--- config.mk ---
export PLATFORM = sky130hd
export DESIGN_NAME = pairwise_gravity_force
export DESIGN_NICKNAME = d
export VERILOG_FILES = /design/src/pgf_pkg.sv /design/src/pgf_ctrl.sv /design/src/pgf_datapath.sv /design/src/pairwise_gravity_force.sv
export SDC_FILE = /design/constraint.sdc
export NUM_CORES = 2
export LEC_CHECK = 0
export BUFFER_PORTS_ARGS = -buffer_cell sky130_fd_sc_hd__buf_2
export CAP_MARGIN = 25
export CELL_PAD_IN_SITES_DETAIL_PLACEMENT = 1
export CELL_PAD_IN_SITES_GLOBAL_PLACEMENT = 2
export CORE_MARGIN = 3
export CORE_UTILIZATION = 40
export DETAILED_ROUTE_END_ITERATION = 12
export GPL_TIMING_DRIVEN = 0
export PLACE_DENSITY_LB_ADDON = 0.1
export RECOVER_POWER = 100
export REMOVE_ABC_BUFFERS = 1
export SYNTH_ARGS = -nofsm -noshare
export SYNTH_HDL_FRONTEND = slang
export SYNTH_SLANG_ARGS = --single-unit
export TNS_END_PERCENT = 100
--- constraint.sdc ---
create_clock -name clk_i -period 14.78 [get_ports clk_i]
set_input_delay 1.478 -clock clk_i [delete_from_list [all_inputs] [get_ports clk_i]]
set_output_delay 1.478 -clock clk_i [all_outputs]
set_load 0.05 [all_outputs]
--- src/pgf_pkg.sv ---
// Shared types and constants for the pairwise gravity force block.
package pgf_pkg;

  localparam int unsigned CfgIdxW = 1;
  localparam logic [CfgIdxW-1:0] REG_GRAV_MANT  = 1'd0;
  localparam logic [CfgIdxW-1:0] REG_GRAV_SHIFT = 1'd1;

  localparam logic [7:0] MUL_STEPS  = 8'd33;
  localparam logic [7:0] SQRT_STEPS = 8'd33;
  localparam logic [7:0] DIV_STEPS  = 8'd128;

  typedef enum logic [3:0] {
    OP_SQX, OP_SQY, OP_SQRT, OP_R2, OP_R3, OP_GM1, OP_GM,
    OP_FXM, OP_FXD, OP_FYM, OP_FYD, OP_EDIV
  } op_e;

  typedef enum logic [3:0] {
    ST_IDLE, ST_SQX, ST_SQY, ST_SQRT, ST_R2, ST_R3, ST_GM1, ST_GM,
    ST_FXM, ST_FXD, ST_FYM, ST_FYD, ST_EDIV, ST_FIN
  } state_e;

  typedef enum logic [1:0] {
    ENG_MUL, ENG_SQRT, ENG_DIV
  } eng_e;

  typedef struct packed {
    logic accept;
    logic go;
    op_e  op;
    logic load_out;
  } cmd_t;

  typedef struct packed {
    logic done;
    logic coin;
  } status_t;

endpackage

--- src/pgf_ctrl.sv ---
// Sequencer that steps one request through the shared arithmetic engine.
module pgf_ctrl (
  input  logic             clk_i,
  input  logic             rst_ni,
  input  logic             s_axis_tvalid_i,
  output logic             s_axis_tready_o,
  output logic             m_axis_tvalid_o,
  input  logic             m_axis_tready_i,
  input  pgf_pkg::status_t status_i,
  output pgf_pkg::cmd_t    cmd_o
);
  import pgf_pkg::*;

  state_e state_q, state_d;
  logic   out_valid_q, out_valid_d;
  logic   out_free;

  assign out_free = !out_valid_q || m_axis_tready_i;

  always_comb begin
    state_d = state_q;
    case (state_q)
      ST_IDLE: if (s_axis_tvalid_i) state_d = ST_SQX;
      ST_SQX: begin
        if (status_i.coin) state_d = ST_FIN;
        else if (status_i.done) state_d = ST_SQY;
      end
      ST_SQY:  if (status_i.done) state_d = ST_SQRT;
      ST_SQRT: if (status_i.done) state_d = ST_R2;
      ST_R2:   if (status_i.done) state_d = ST_R3;
      ST_R3:   if (status_i.done) state_d = ST_GM1;
      ST_GM1:  if (status_i.done) state_d = ST_GM;
      ST_GM:   if (status_i.done) state_d = ST_FXM;
      ST_FXM:  if (status_i.done) state_d = ST_FXD;
      ST_FXD:  if (status_i.done) state_d = ST_FYM;
      ST_FYM:  if (status_i.done) state_d = ST_FYD;
      ST_FYD:  if (status_i.done) state_d = ST_EDIV;
      ST_EDIV: if (status_i.done) state_d = ST_FIN;
      ST_FIN:  if (out_free) state_d = ST_IDLE;
      default: state_d = ST_IDLE;
    endcase
  end

  always_comb begin
    cmd_o           = '0;
    cmd_o.op        = OP_SQX;
    s_axis_tready_o = 1'b0;
    case (state_q)
      ST_IDLE: begin
        s_axis_tready_o = 1'b1;
        cmd_o.accept    = s_axis_tvalid_i;
      end
      ST_SQX: begin
        cmd_o.go = !status_i.coin;
        cmd_o.op = OP_SQX;
      end
      ST_SQY:  begin cmd_o.go = 1'b1; cmd_o.op = OP_SQY;  end
      ST_SQRT: begin cmd_o.go = 1'b1; cmd_o.op = OP_SQRT; end
      ST_R2:   begin cmd_o.go = 1'b1; cmd_o.op = OP_R2;   end
      ST_R3:   begin cmd_o.go = 1'b1; cmd_o.op = OP_R3;   end
      ST_GM1:  begin cmd_o.go = 1'b1; cmd_o.op = OP_GM1;  end
      ST_GM:   begin cmd_o.go = 1'b1; cmd_o.op = OP_GM;   end
      ST_FXM:  begin cmd_o.go = 1'b1; cmd_o.op = OP_FXM;  end
      ST_FXD:  begin cmd_o.go = 1'b1; cmd_o.op = OP_FXD;  end
      ST_FYM:  begin cmd_o.go = 1'b1; cmd_o.op = OP_FYM;  end
      ST_FYD:  begin cmd_o.go = 1'b1; cmd_o.op = OP_FYD;  end
      ST_EDIV: begin cmd_o.go = 1'b1; cmd_o.op = OP_EDIV; end
      ST_FIN:  cmd_o.load_out = out_free;
      default: cmd_o = '0;
    endcase
  end

  always_comb begin
    out_valid_d = out_valid_q;
    if (cmd_o.load_out) out_valid_d = 1'b1;
    else if (m_axis_tready_i) out_valid_d = 1'b0;
  end

  assign m_axis_tvalid_o = out_valid_q;

  always_ff @(posedge clk_i or negedge rst_ni) begin
    if (!rst_ni) begin
      state_q     <= ST_IDLE;
      out_valid_q <= 1'b0;
    end else begin
      state_q     <= state_d;
      out_valid_q <= out_valid_d;
    end
  end

endmodule

--- src/pgf_datapath.sv ---
// Datapath with a shared shift-add multiplier, square root and divider engine.
module pgf_datapath (
  input  logic                          clk_i,
  input  logic                          rst_ni,
  input  logic                          cfg_we_i,
  input  logic [pgf_pkg::CfgIdxW-1:0]   cfg_addr_i,
  input  logic [31:0]                   cfg_wdata_i,
  input  logic [191:0]                  in_data_i,
  input  logic                          in_clear_i,
  input  pgf_pkg::cmd_t                 cmd_i,
  output pgf_pkg::status_t              status_o,
  output logic [47:0]                   force_x_o,
  output logic [47:0]                   force_y_o,
  output logic [63:0]                   potential_sum_o,
  output logic                          coincident_o
);
  import pgf_pkg::*;

  localparam logic [63:0] Top64 = 64'h8000_0000_0000_0000;

  logic [31:0]  grav_q, grav_d;
  logic [5:0]   shift_q, shift_d;
  logic [32:0]  adx_q, adx_d, ady_q, ady_d;
  logic         negx_q, negx_d, negy_q, negy_d, coin_q, coin_d;
  logic [31:0]  m1_q, m1_d, m2_q, m2_d;
  logic [32:0]  r_q, r_d;
  logic [98:0]  r3_q, r3_d;
  logic [63:0]  k_q, k_d;
  logic [47:0]  fx_q, fx_d, fy_q, fy_d;
  logic [63:0]  sum_q, sum_d;
  logic [47:0]  ofx_q, ofx_d, ofy_q, ofy_d;
  logic [63:0]  osum_q, osum_d;
  logic         ocoin_q, ocoin_d;

  logic [127:0] a_q, a_d, acc_q, acc_d, n_q, n_d, q_q, q_d;
  logic [32:0]  b_q, b_d;
  logic [98:0]  d_q, d_d;
  logic [128:0] rem_q, rem_d;
  logic [7:0]   cnt_q, cnt_d;
  logic         busy_q, busy_d;
  eng_e         mode_q, mode_d;

  logic         start, done, ge;
  logic [32:0]  dx, dy;
  logic [95:0]  gsh;
  logic [63:0]  k_comb, limit;
  logic [129:0] cand, sub;
  logic [130:0] diff;

  function automatic logic [47:0] fsat(input logic [127:0] mag, input logic neg);
    logic [47:0] lim;
    logic [47:0] m;
    lim = neg ? 48'h8000_0000_0000 : 48'h7FFF_FFFF_FFFF;
    m   = (mag > {80'b0, lim}) ? lim : mag[47:0];
    return neg ? (48'd0 - m) : m;
  endfunction

  assign start = cmd_i.go && !busy_q;
  assign done  = busy_q && (cnt_q == 8'd1);
  assign status_o.done = done;
  assign status_o.coin = coin_q;

  assign dx = {in_data_i[127], in_data_i[127:96]} - {in_data_i[31], in_data_i[31:0]};
  assign dy = {in_data_i[159], in_data_i[159:128]} - {in_data_i[63], in_data_i[63:32]};

  assign gsh    = acc_q[95:0] >> shift_q;
  assign k_comb = (|gsh[95:64]) ? '1 : gsh[63:0];
  assign limit  = sum_q ^ Top64;

  always_comb begin
    if (mode_q == ENG_SQRT) begin
      cand = {rem_q[127:0], n_q[127:126]};
      sub  = {q_q, 2'b01};
    end else begin
      cand = {rem_q, n_q[127]};
      sub  = {31'b0, d_q};
    end
    diff = {1'b0, cand} - {1'b0, sub};
    ge   = !diff[130];
  end

  always_comb begin
    grav_d = grav_q; shift_d = shift_q;
    adx_d = adx_q; ady_d = ady_q; negx_d = negx_q; negy_d = negy_q; coin_d = coin_q;
    m1_d = m1_q; m2_d = m2_q; r_d = r_q; r3_d = r3_q; k_d = k_q;
    fx_d = fx_q; fy_d = fy_q; sum_d = sum_q;
    ofx_d = ofx_q; ofy_d = ofy_q; osum_d = osum_q; ocoin_d = ocoin_q;
    a_d = a_q; b_d = b_q; acc_d = acc_q; n_d = n_q; q_d = q_q; d_d = d_q;
    rem_d = rem_q; cnt_d = cnt_q; busy_d = busy_q; mode_d = mode_q;

    if (cfg_we_i) begin
      case (cfg_addr_i)
        REG_GRAV_MANT:  grav_d  = cfg_wdata_i;
        REG_GRAV_SHIFT: shift_d = cfg_wdata_i[5:0];
        default: ;
      endcase
    end

    if (cmd_i.accept) begin
      negx_d = dx[32];
      negy_d = dy[32];
      adx_d  = dx[32] ? (33'd0 - dx) : dx;
      ady_d  = dy[32] ? (33'd0 - dy) : dy;
      coin_d = (dx == 33'd0) && (dy == 33'd0);
      m1_d   = in_data_i[95:64];
      m2_d   = in_data_i[191:160];
      if (in_clear_i) sum_d = '0;
    end

    if (start) begin
      busy_d = 1'b1;
      q_d    = '0;
      rem_d  = '0;
      mode_d = ENG_MUL;
      cnt_d  = MUL_STEPS;
      case (cmd_i.op)
        OP_SQX: begin a_d = 128'(adx_q); b_d = adx_q; acc_d = '0; end
        OP_SQY: begin a_d = 128'(ady_q); b_d = ady_q; end
        OP_SQRT: begin
          mode_d = ENG_SQRT; cnt_d = SQRT_STEPS;
          n_d = {acc_q[65:0], 62'b0};
        end
        OP_R2: begin
          r_d = q_q[32:0]; a_d = 128'(q_q[32:0]); b_d = q_q[32:0]; acc_d = '0;
        end
        OP_R3:  begin a_d = acc_q; b_d = r_q; acc_d = '0; end
        OP_GM1: begin r3_d = acc_q[98:0]; a_d = 128'(grav_q); b_d = 33'(m1_q); acc_d = '0; end
        OP_GM:  begin a_d = {64'b0, acc_q[63:0]}; b_d = 33'(m2_q); acc_d = '0; end
        OP_FXM: begin k_d = k_comb; a_d = 128'(k_comb); b_d = adx_q; acc_d = '0; end
        OP_FXD, OP_FYD: begin
          mode_d = ENG_DIV; cnt_d = DIV_STEPS;
          n_d = {acc_q[95:0], 32'b0}; d_d = r3_q;
        end
        OP_FYM: begin fx_d = fsat(q_q, negx_q); a_d = 128'(k_q); b_d = ady_q; acc_d = '0; end
        OP_EDIV: begin
          fy_d = fsat(q_q, negy_q);
          mode_d = ENG_DIV; cnt_d = DIV_STEPS;
          n_d = {48'b0, k_q, 16'b0}; d_d = 99'(r_q);
        end
        default: busy_d = 1'b0;
      endcase
    end else if (busy_q) begin
      cnt_d = cnt_q - 8'd1;
      if (done) busy_d = 1'b0;
      if (mode_q == ENG_MUL) begin
        if (b_q[0]) acc_d = acc_q + a_q;
        a_d = {a_q[126:0], 1'b0};
        b_d = {1'b0, b_q[32:1]};
      end else begin
        rem_d = ge ? diff[128:0] : cand[128:0];
        q_d   = {q_q[126:0], ge};
        n_d   = (mode_q == ENG_SQRT) ? {n_q[125:0], 2'b0} : {n_q[126:0], 1'b0};
      end
    end

    if (cmd_i.load_out) begin
      ocoin_d = coin_q;
      if (coin_q) begin
        ofx_d  = '0;
        ofy_d  = '0;
        osum_d = sum_q;
      end else begin
        ofx_d = fx_q;
        ofy_d = fy_q;
        if ((|q_q[127:64]) || (q_q[63:0] > limit)) sum_d = Top64;
        else sum_d = sum_q - q_q[63:0];
        osum_d = sum_d;
      end
    end
  end

  always_ff @(posedge clk_i or negedge rst_ni) begin
    if (!rst_ni) begin
      grav_q  <= '0;
      shift_q <= '0;
      sum_q   <= '0;
      busy_q  <= 1'b0;
      cnt_q   <= '0;
      mode_q  <= ENG_MUL;
      coin_q  <= 1'b0;
    end else begin
      grav_q  <= grav_d;
      shift_q <= shift_d;
      sum_q   <= sum_d;
      busy_q  <= busy_d;
      cnt_q   <= cnt_d;
      mode_q  <= mode_d;
      coin_q  <= coin_d;
    end
  end

  always_ff @(posedge clk_i) begin
    adx_q <= adx_d; ady_q <= ady_d; negx_q <= negx_d; negy_q <= negy_d;
    m1_q <= m1_d; m2_q <= m2_d; r_q <= r_d; r3_q <= r3_d; k_q <= k_d;
    fx_q <= fx_d; fy_q <= fy_d;
    ofx_q <= ofx_d; ofy_q <= ofy_d; osum_q <= osum_d; ocoin_q <= ocoin_d;
    a_q <= a_d; b_q <= b_d; acc_q <= acc_d; n_q <= n_d; q_q <= q_d;
    d_q <= d_d; rem_q <= rem_d;
  end

  assign force_x_o       = ofx_q;
  assign force_y_o       = ofy_q;
  assign potential_sum_o = osum_q;
  assign coincident_o    = ocoin_q;

endmodule

--- src/pairwise_gravity_force.sv ---
// Top level of the pairwise gravity force block.
//
//  channel | direction | tdata (low bit first)                          | tuser
//  s_axis  | in        | first_x, first_y, first_mass, second_x,        | clear_sum
//          |           | second_y, second_mass                          |
//  m_axis  | out       | force_x, force_y, potential_sum                | coincident
//  cfg     | in        | index 0 gravity mantissa, index 1 grav_shift   | -
//
// A request runs eight multiplies, a square root and three divides one after another on
// the single shared shift-add and restoring divide engine, after the accept and before the
// result write; coincident points go straight from the accept to the result write. No new
// request is taken until the result of the last one has been written.
// Reset clears the configuration registers, the sequencer and engine state, the energy sum and the output valid flag.
// The output register holds a finished result while the next request is taken and
// computed; only the final result write waits for the output to be free.
module pairwise_gravity_force (
  input  logic                        clk_i,
  input  logic                        rst_ni,
  input  logic                        s_axis_tvalid_i,
  output logic                        s_axis_tready_o,
  // first_x, first_y, first_mass, second_x, second_y, second_mass
  input  logic [191:0]                s_axis_tdata_i,
  // clear_sum
  input  logic                        s_axis_tuser_i,
  output logic                        m_axis_tvalid_o,
  input  logic                        m_axis_tready_i,
  // force_x, force_y, potential_sum
  output logic [159:0]                m_axis_tdata_o,
  // coincident
  output logic                        m_axis_tuser_o,
  input  logic                        cfg_we_i,
  input  logic [pgf_pkg::CfgIdxW-1:0] cfg_addr_i,
  input  logic [31:0]                 cfg_wdata_i
);
  import pgf_pkg::*;

  cmd_t        cmd;
  status_t     status;
  logic [47:0] force_x, force_y;
  logic [63:0] potential_sum;

  pgf_ctrl u_ctrl (
    .clk_i           (clk_i),
    .rst_ni          (rst_ni),
    .s_axis_tvalid_i (s_axis_tvalid_i),
    .s_axis_tready_o (s_axis_tready_o),
    .m_axis_tvalid_o (m_axis_tvalid_o),
    .m_axis_tready_i (m_axis_tready_i),
    .status_i        (status),
    .cmd_o           (cmd)
  );

  pgf_datapath u_dp (
    .clk_i           (clk_i),
    .rst_ni          (rst_ni),
    .cfg_we_i        (cfg_we_i),
    .cfg_addr_i      (cfg_addr_i),
    .cfg_wdata_i     (cfg_wdata_i),
    .in_data_i       (s_axis_tdata_i),
    .in_clear_i      (s_axis_tuser_i),
    .cmd_i           (cmd),
    .status_o        (status),
    .force_x_o       (force_x),
    .force_y_o       (force_y),
    .potential_sum_o (potential_sum),
    .coincident_o    (m_axis_tuser_o)
  );

  assign m_axis_tdata_o = {potential_sum, force_y, force_x};

endmodule

==> results.cfg <==
[global_route]
grt_remaining_overflow = 0
grt.total_usage_pct = 30.49
grt_pass1_vias = 85460
antenna_found_initial = 23
grt_max_degree = 96
grt_pass1_wl_um = 558600

[timing]
fmaxAchievable_mhz = 90.61
skew_ns = 0.03728
rsz0062_at_grt = false
timing.final.ws_setup_ns = 3.743
min_period_ns = 11.04
worst_pin_slew_ns = 4.948
finalCritPeriodShare_pct = 74.67
hold_viol = 0
slew_headroom_pct = -229.9
maxSlewViolCount = 2014
tns_ns = 0
whs_ns = 0.4685
setup-violations-final = 0

[layout]
register_area_mm2 = 0.03898
nFillCells = 26590
drive_gt1_share_pct = 7.739
syn2layout_area_growth_pct = 11.96
finalNonFillerCells = 13680
final_area_mm2 = 0.1047
multiInputGateArea_mm2 = 0.05067
fin_nets = 11260
utilization_pct = 45.29
final_common_cell = nand2_1
final_cell_mix = nand2_1, edfxtp_1, a21oi_1

[clock_tree]
path_clk_slew_ns = 0.06
holdBufCountCts = 0
cts_setup_buffers = 0
clk_latency_ns = 0.85
htree_levels = 4
cts_made_buffers = 167
cts_tree = done
post_cts_resized = 0
clock_path_buffers = 3
clockRootBuffer = clkbuf_16
cts.sinks = 1403

[worst_setup_path]
cp-start-kind = flip-flop
cp.arrival_ns = 11.60
critPathMaxStageDelay_ns = 1.60
crit_chain = clkbuf_1 > buf_16 > clkinv_1 > ha_1 > nand4_1 > nor2_1 > nand3_1 > nor4_1 > a221o_1 > a31oi_1 > a31oi_1 > clkbuf_1 > o21ai_0 > inv_1 > ha_1 > nor2_1 > clkbuf_1 > a21oi_1 > o21ai_0 > a2bb2oi_1
crit_type = reg2reg
slowest_stage = a31oi_1
crit_top_cell = clkbuf_1
end_kind = flip-flop
rrSetupSlack_ns = 3.74
crit_required_ns = 15.34
worstPathMaxFanout = 39

[power_and_ir_drop]
p_int_mw = 7.078
switching_share_pct = 24.94
p_clk_share_pct = 46.7
powerDensity_mw_per_mm2 = 90.05
p_seq_share_pct = 45.3
peakVddDrop_uv = 98.27
p_switching_mw = 2.352
p_leak_nw = 41.98
power_mw = 9.430
p_comb_share_pct = 8.0

[synthesis]
synth_async_sr_flop_share_pct = 8.482
ys_types = 102
synth_edf_count = 1027
syn-instance-count = 10470
yosys_most_used_dff = edfxtp_1
synth-seq-area-share_pct = 41.65
syn_area_mm2 = 0.09354
yosysWarningCount = 0
ys_ff_latch = 1403
syn_avg_cell_area_um2 = 8.939

[flow_run]
cap_viol_max_count = 55

[floorplanning]
start_util_pct = 40.46
ios = 394
core_area_mm2 = 0.2312
dieWidth_um = 489.6
rows = 176
die_h_um = 489.6
die_area_mm2 = 0.2397

[routing]
wl_met1_um = 165200
drt-wirelength-per-cell_um = 27.44
wl_met2_um = 171200
drt-initial-drc-count = 7563
via_count = 84300
routed_wirelength_um = 375500
dr.pass1.iters = 6
via_per_inst = 6.162
top_layer = met5
route.detailed.drc = 0
met3WireLength_um = 23430
antenna_left = 0

[run_status]
failed_checks = capacitance limit, slew limit
status = finished with violations

[placed_design]
placed_cells = 13360
place_hpwl_um = 281800
dpl_cell_area_mm2 = 0.1007
dp_slack_ns = 6.736
numPortBuffers = 393
gp_routability_congestion = 0.9239

[min_path]
hp-class = reg2reg
[registers in the layout, indices dropped and copies added, names as in the netlist, 64 cells and up]
| register | cells |
|---|---|
| u_dp.acc_q | 99 |
| u_dp.rem_q | 129 |
| u_dp.q_q | 128 |
| u_dp.r3_q | 99 |
| u_dp.sum_q | 64 |
| u_dp.a_q | 99 |
| u_dp.n_q | 112 |
| u_dp.potential_sum_o | 64 |
| u_dp.k_q | 64 |
| u_dp.d_q | 99 |
[cells in the mapped netlist, types with 18 or more instances]
| cell type | count | area [µm²] |
|---|---|---|
| a22o_1 | 54 | 473.0 |
| xor2_1 | 152 | 1331 |
| mux2i_1 | 175 | 1752 |
| a221oi_1 | 134 | 1174 |
| nand2b_1 | 58 | 362.9 |
| a21boi_0 | 18 | 135.1 |
| a221o_1 | 54 | 540.5 |
| a22oi_1 | 172 | 1291 |
| inv_1 | 338 | 1269 |
| xnor2_1 | 242 | 2120 |
| o31ai_1 | 58 | 435.4 |
| a2bb2oi_1 | 23 | 201.4 |
| o21a_1 | 51 | 382.9 |
| a31oi_1 | 209 | 1308 |
| o21bai_1 | 93 | 698.2 |
| a311oi_1 | 54 | 473.0 |
| o21ai_0 | 630 | 3153 |
| or3_1 | 43 | 269.0 |
| a21o_1 | 261 | 1959 |
| buf_2 | 46 | 230.2 |
| and2_1 | 109 | 681.9 |
| o22ai_1 | 63 | 394.1 |
| a211oi_1 | 83 | 623.1 |
| a222oi_1 | 25 | 250.2 |
| nand4_1 | 192 | 1201 |
| edfxtp_1 | 1027 | 30840 |
| buf_1 | 63 | 236.5 |
| nor2b_1 | 151 | 944.7 |
| nor4_1 | 58 | 362.9 |
| o31a_1 | 18 | 157.7 |
| nand2_1 | 2019 | 7579 |
| nor3_1 | 170 | 850.8 |
| ha_1 | 523 | 6544 |
| nand3_1 | 160 | 800.8 |
| a21oi_1 | 830 | 4154 |
| mux4_2 | 74 | 1667 |
| nor2_1 | 613 | 2301 |
| and3_1 | 43 | 269.0 |
| clkbuf_1 | 605 | 2271 |
| dfxtp_1 | 257 | 5145 |
| o211ai_1 | 45 | 337.8 |
| dfrtp_1 | 119 | 2978 |
| mux2_2 | 99 | 1115 |
[power groups by stage]
stage	Clock, mW	Combinational, mW	Sequential [mW]
after floorplan	0	0.468	4.36
after global routing	4.65	0.820	4.27
after CTS	4.49	0.752	4.27
after global placement	0	0.687	4.41
after detailed placement	0	0.748	4.35
final	4.41	0.754	4.27
[final cells by class]
cell class	instances	share of cell area, %
Antenna cell	7	0.01673
Clock buffer	210	4.241
Clock inverter	104	1.290
Inverter	344	1.239
Multi-Input combinational cell	7995	48.39
Sequential cell	1403	37.22
Tap cell	3026	3.615
Timing Repair Buffer	592	3.993
[layer usage]
layer,vias to the layer above,global-route usage (%)
met4,4,11.08
li1,38440,-
met2,2812,49.22
met1,42430,41.71
met3,619,4.189
met5,-,0
[path summary, 6_finish.rpt]
path / startpoint / to / depth (start not counted)
worst max register to register: u_dp.negx_q / u_dp.fx_q[26] / 20
min in group asynchronous: rst_ni / u_dp.sum_q[16] / 1
worst min-delay path: u_dp.rem_q[128] / u_dp.rem_q[128] / 2
worst max-delay path: u_dp.negx_q / u_dp.fx_q[26] / 20
max in group asynchronous: rst_ni / u_dp.shift_q[2] / 2
worst min register to register: u_dp.rem_q[128] / u_dp.rem_q[128] / 2
[cell families after synthesis]
family                   share of synthesized area (%)
AO/OA/AOI/OAI                                    20.86
XOR/XNOR                                         3.689
adder cells (fa/ha/maj)                          7.103
buffers and inverters                            4.387
flip-flops                                       41.65
multiplexers                                     4.846
AND/OR/NAND/NOR                                  17.47
[worst max-delay path: cells and delay by family, from the launching register on]
kind | cells | cell delay (ns)
adder cells (fa/ha/maj) | 2 | 1.76
AND/OR/NAND/NOR | 5 | 1.41
AO/OA/AOI/OAI | 7 | 3.11
flip-flops | 1 | 0.81
buffers and inverters | 6 | 3.58
No activity file was read; power rests on OpenSTA's default activity.
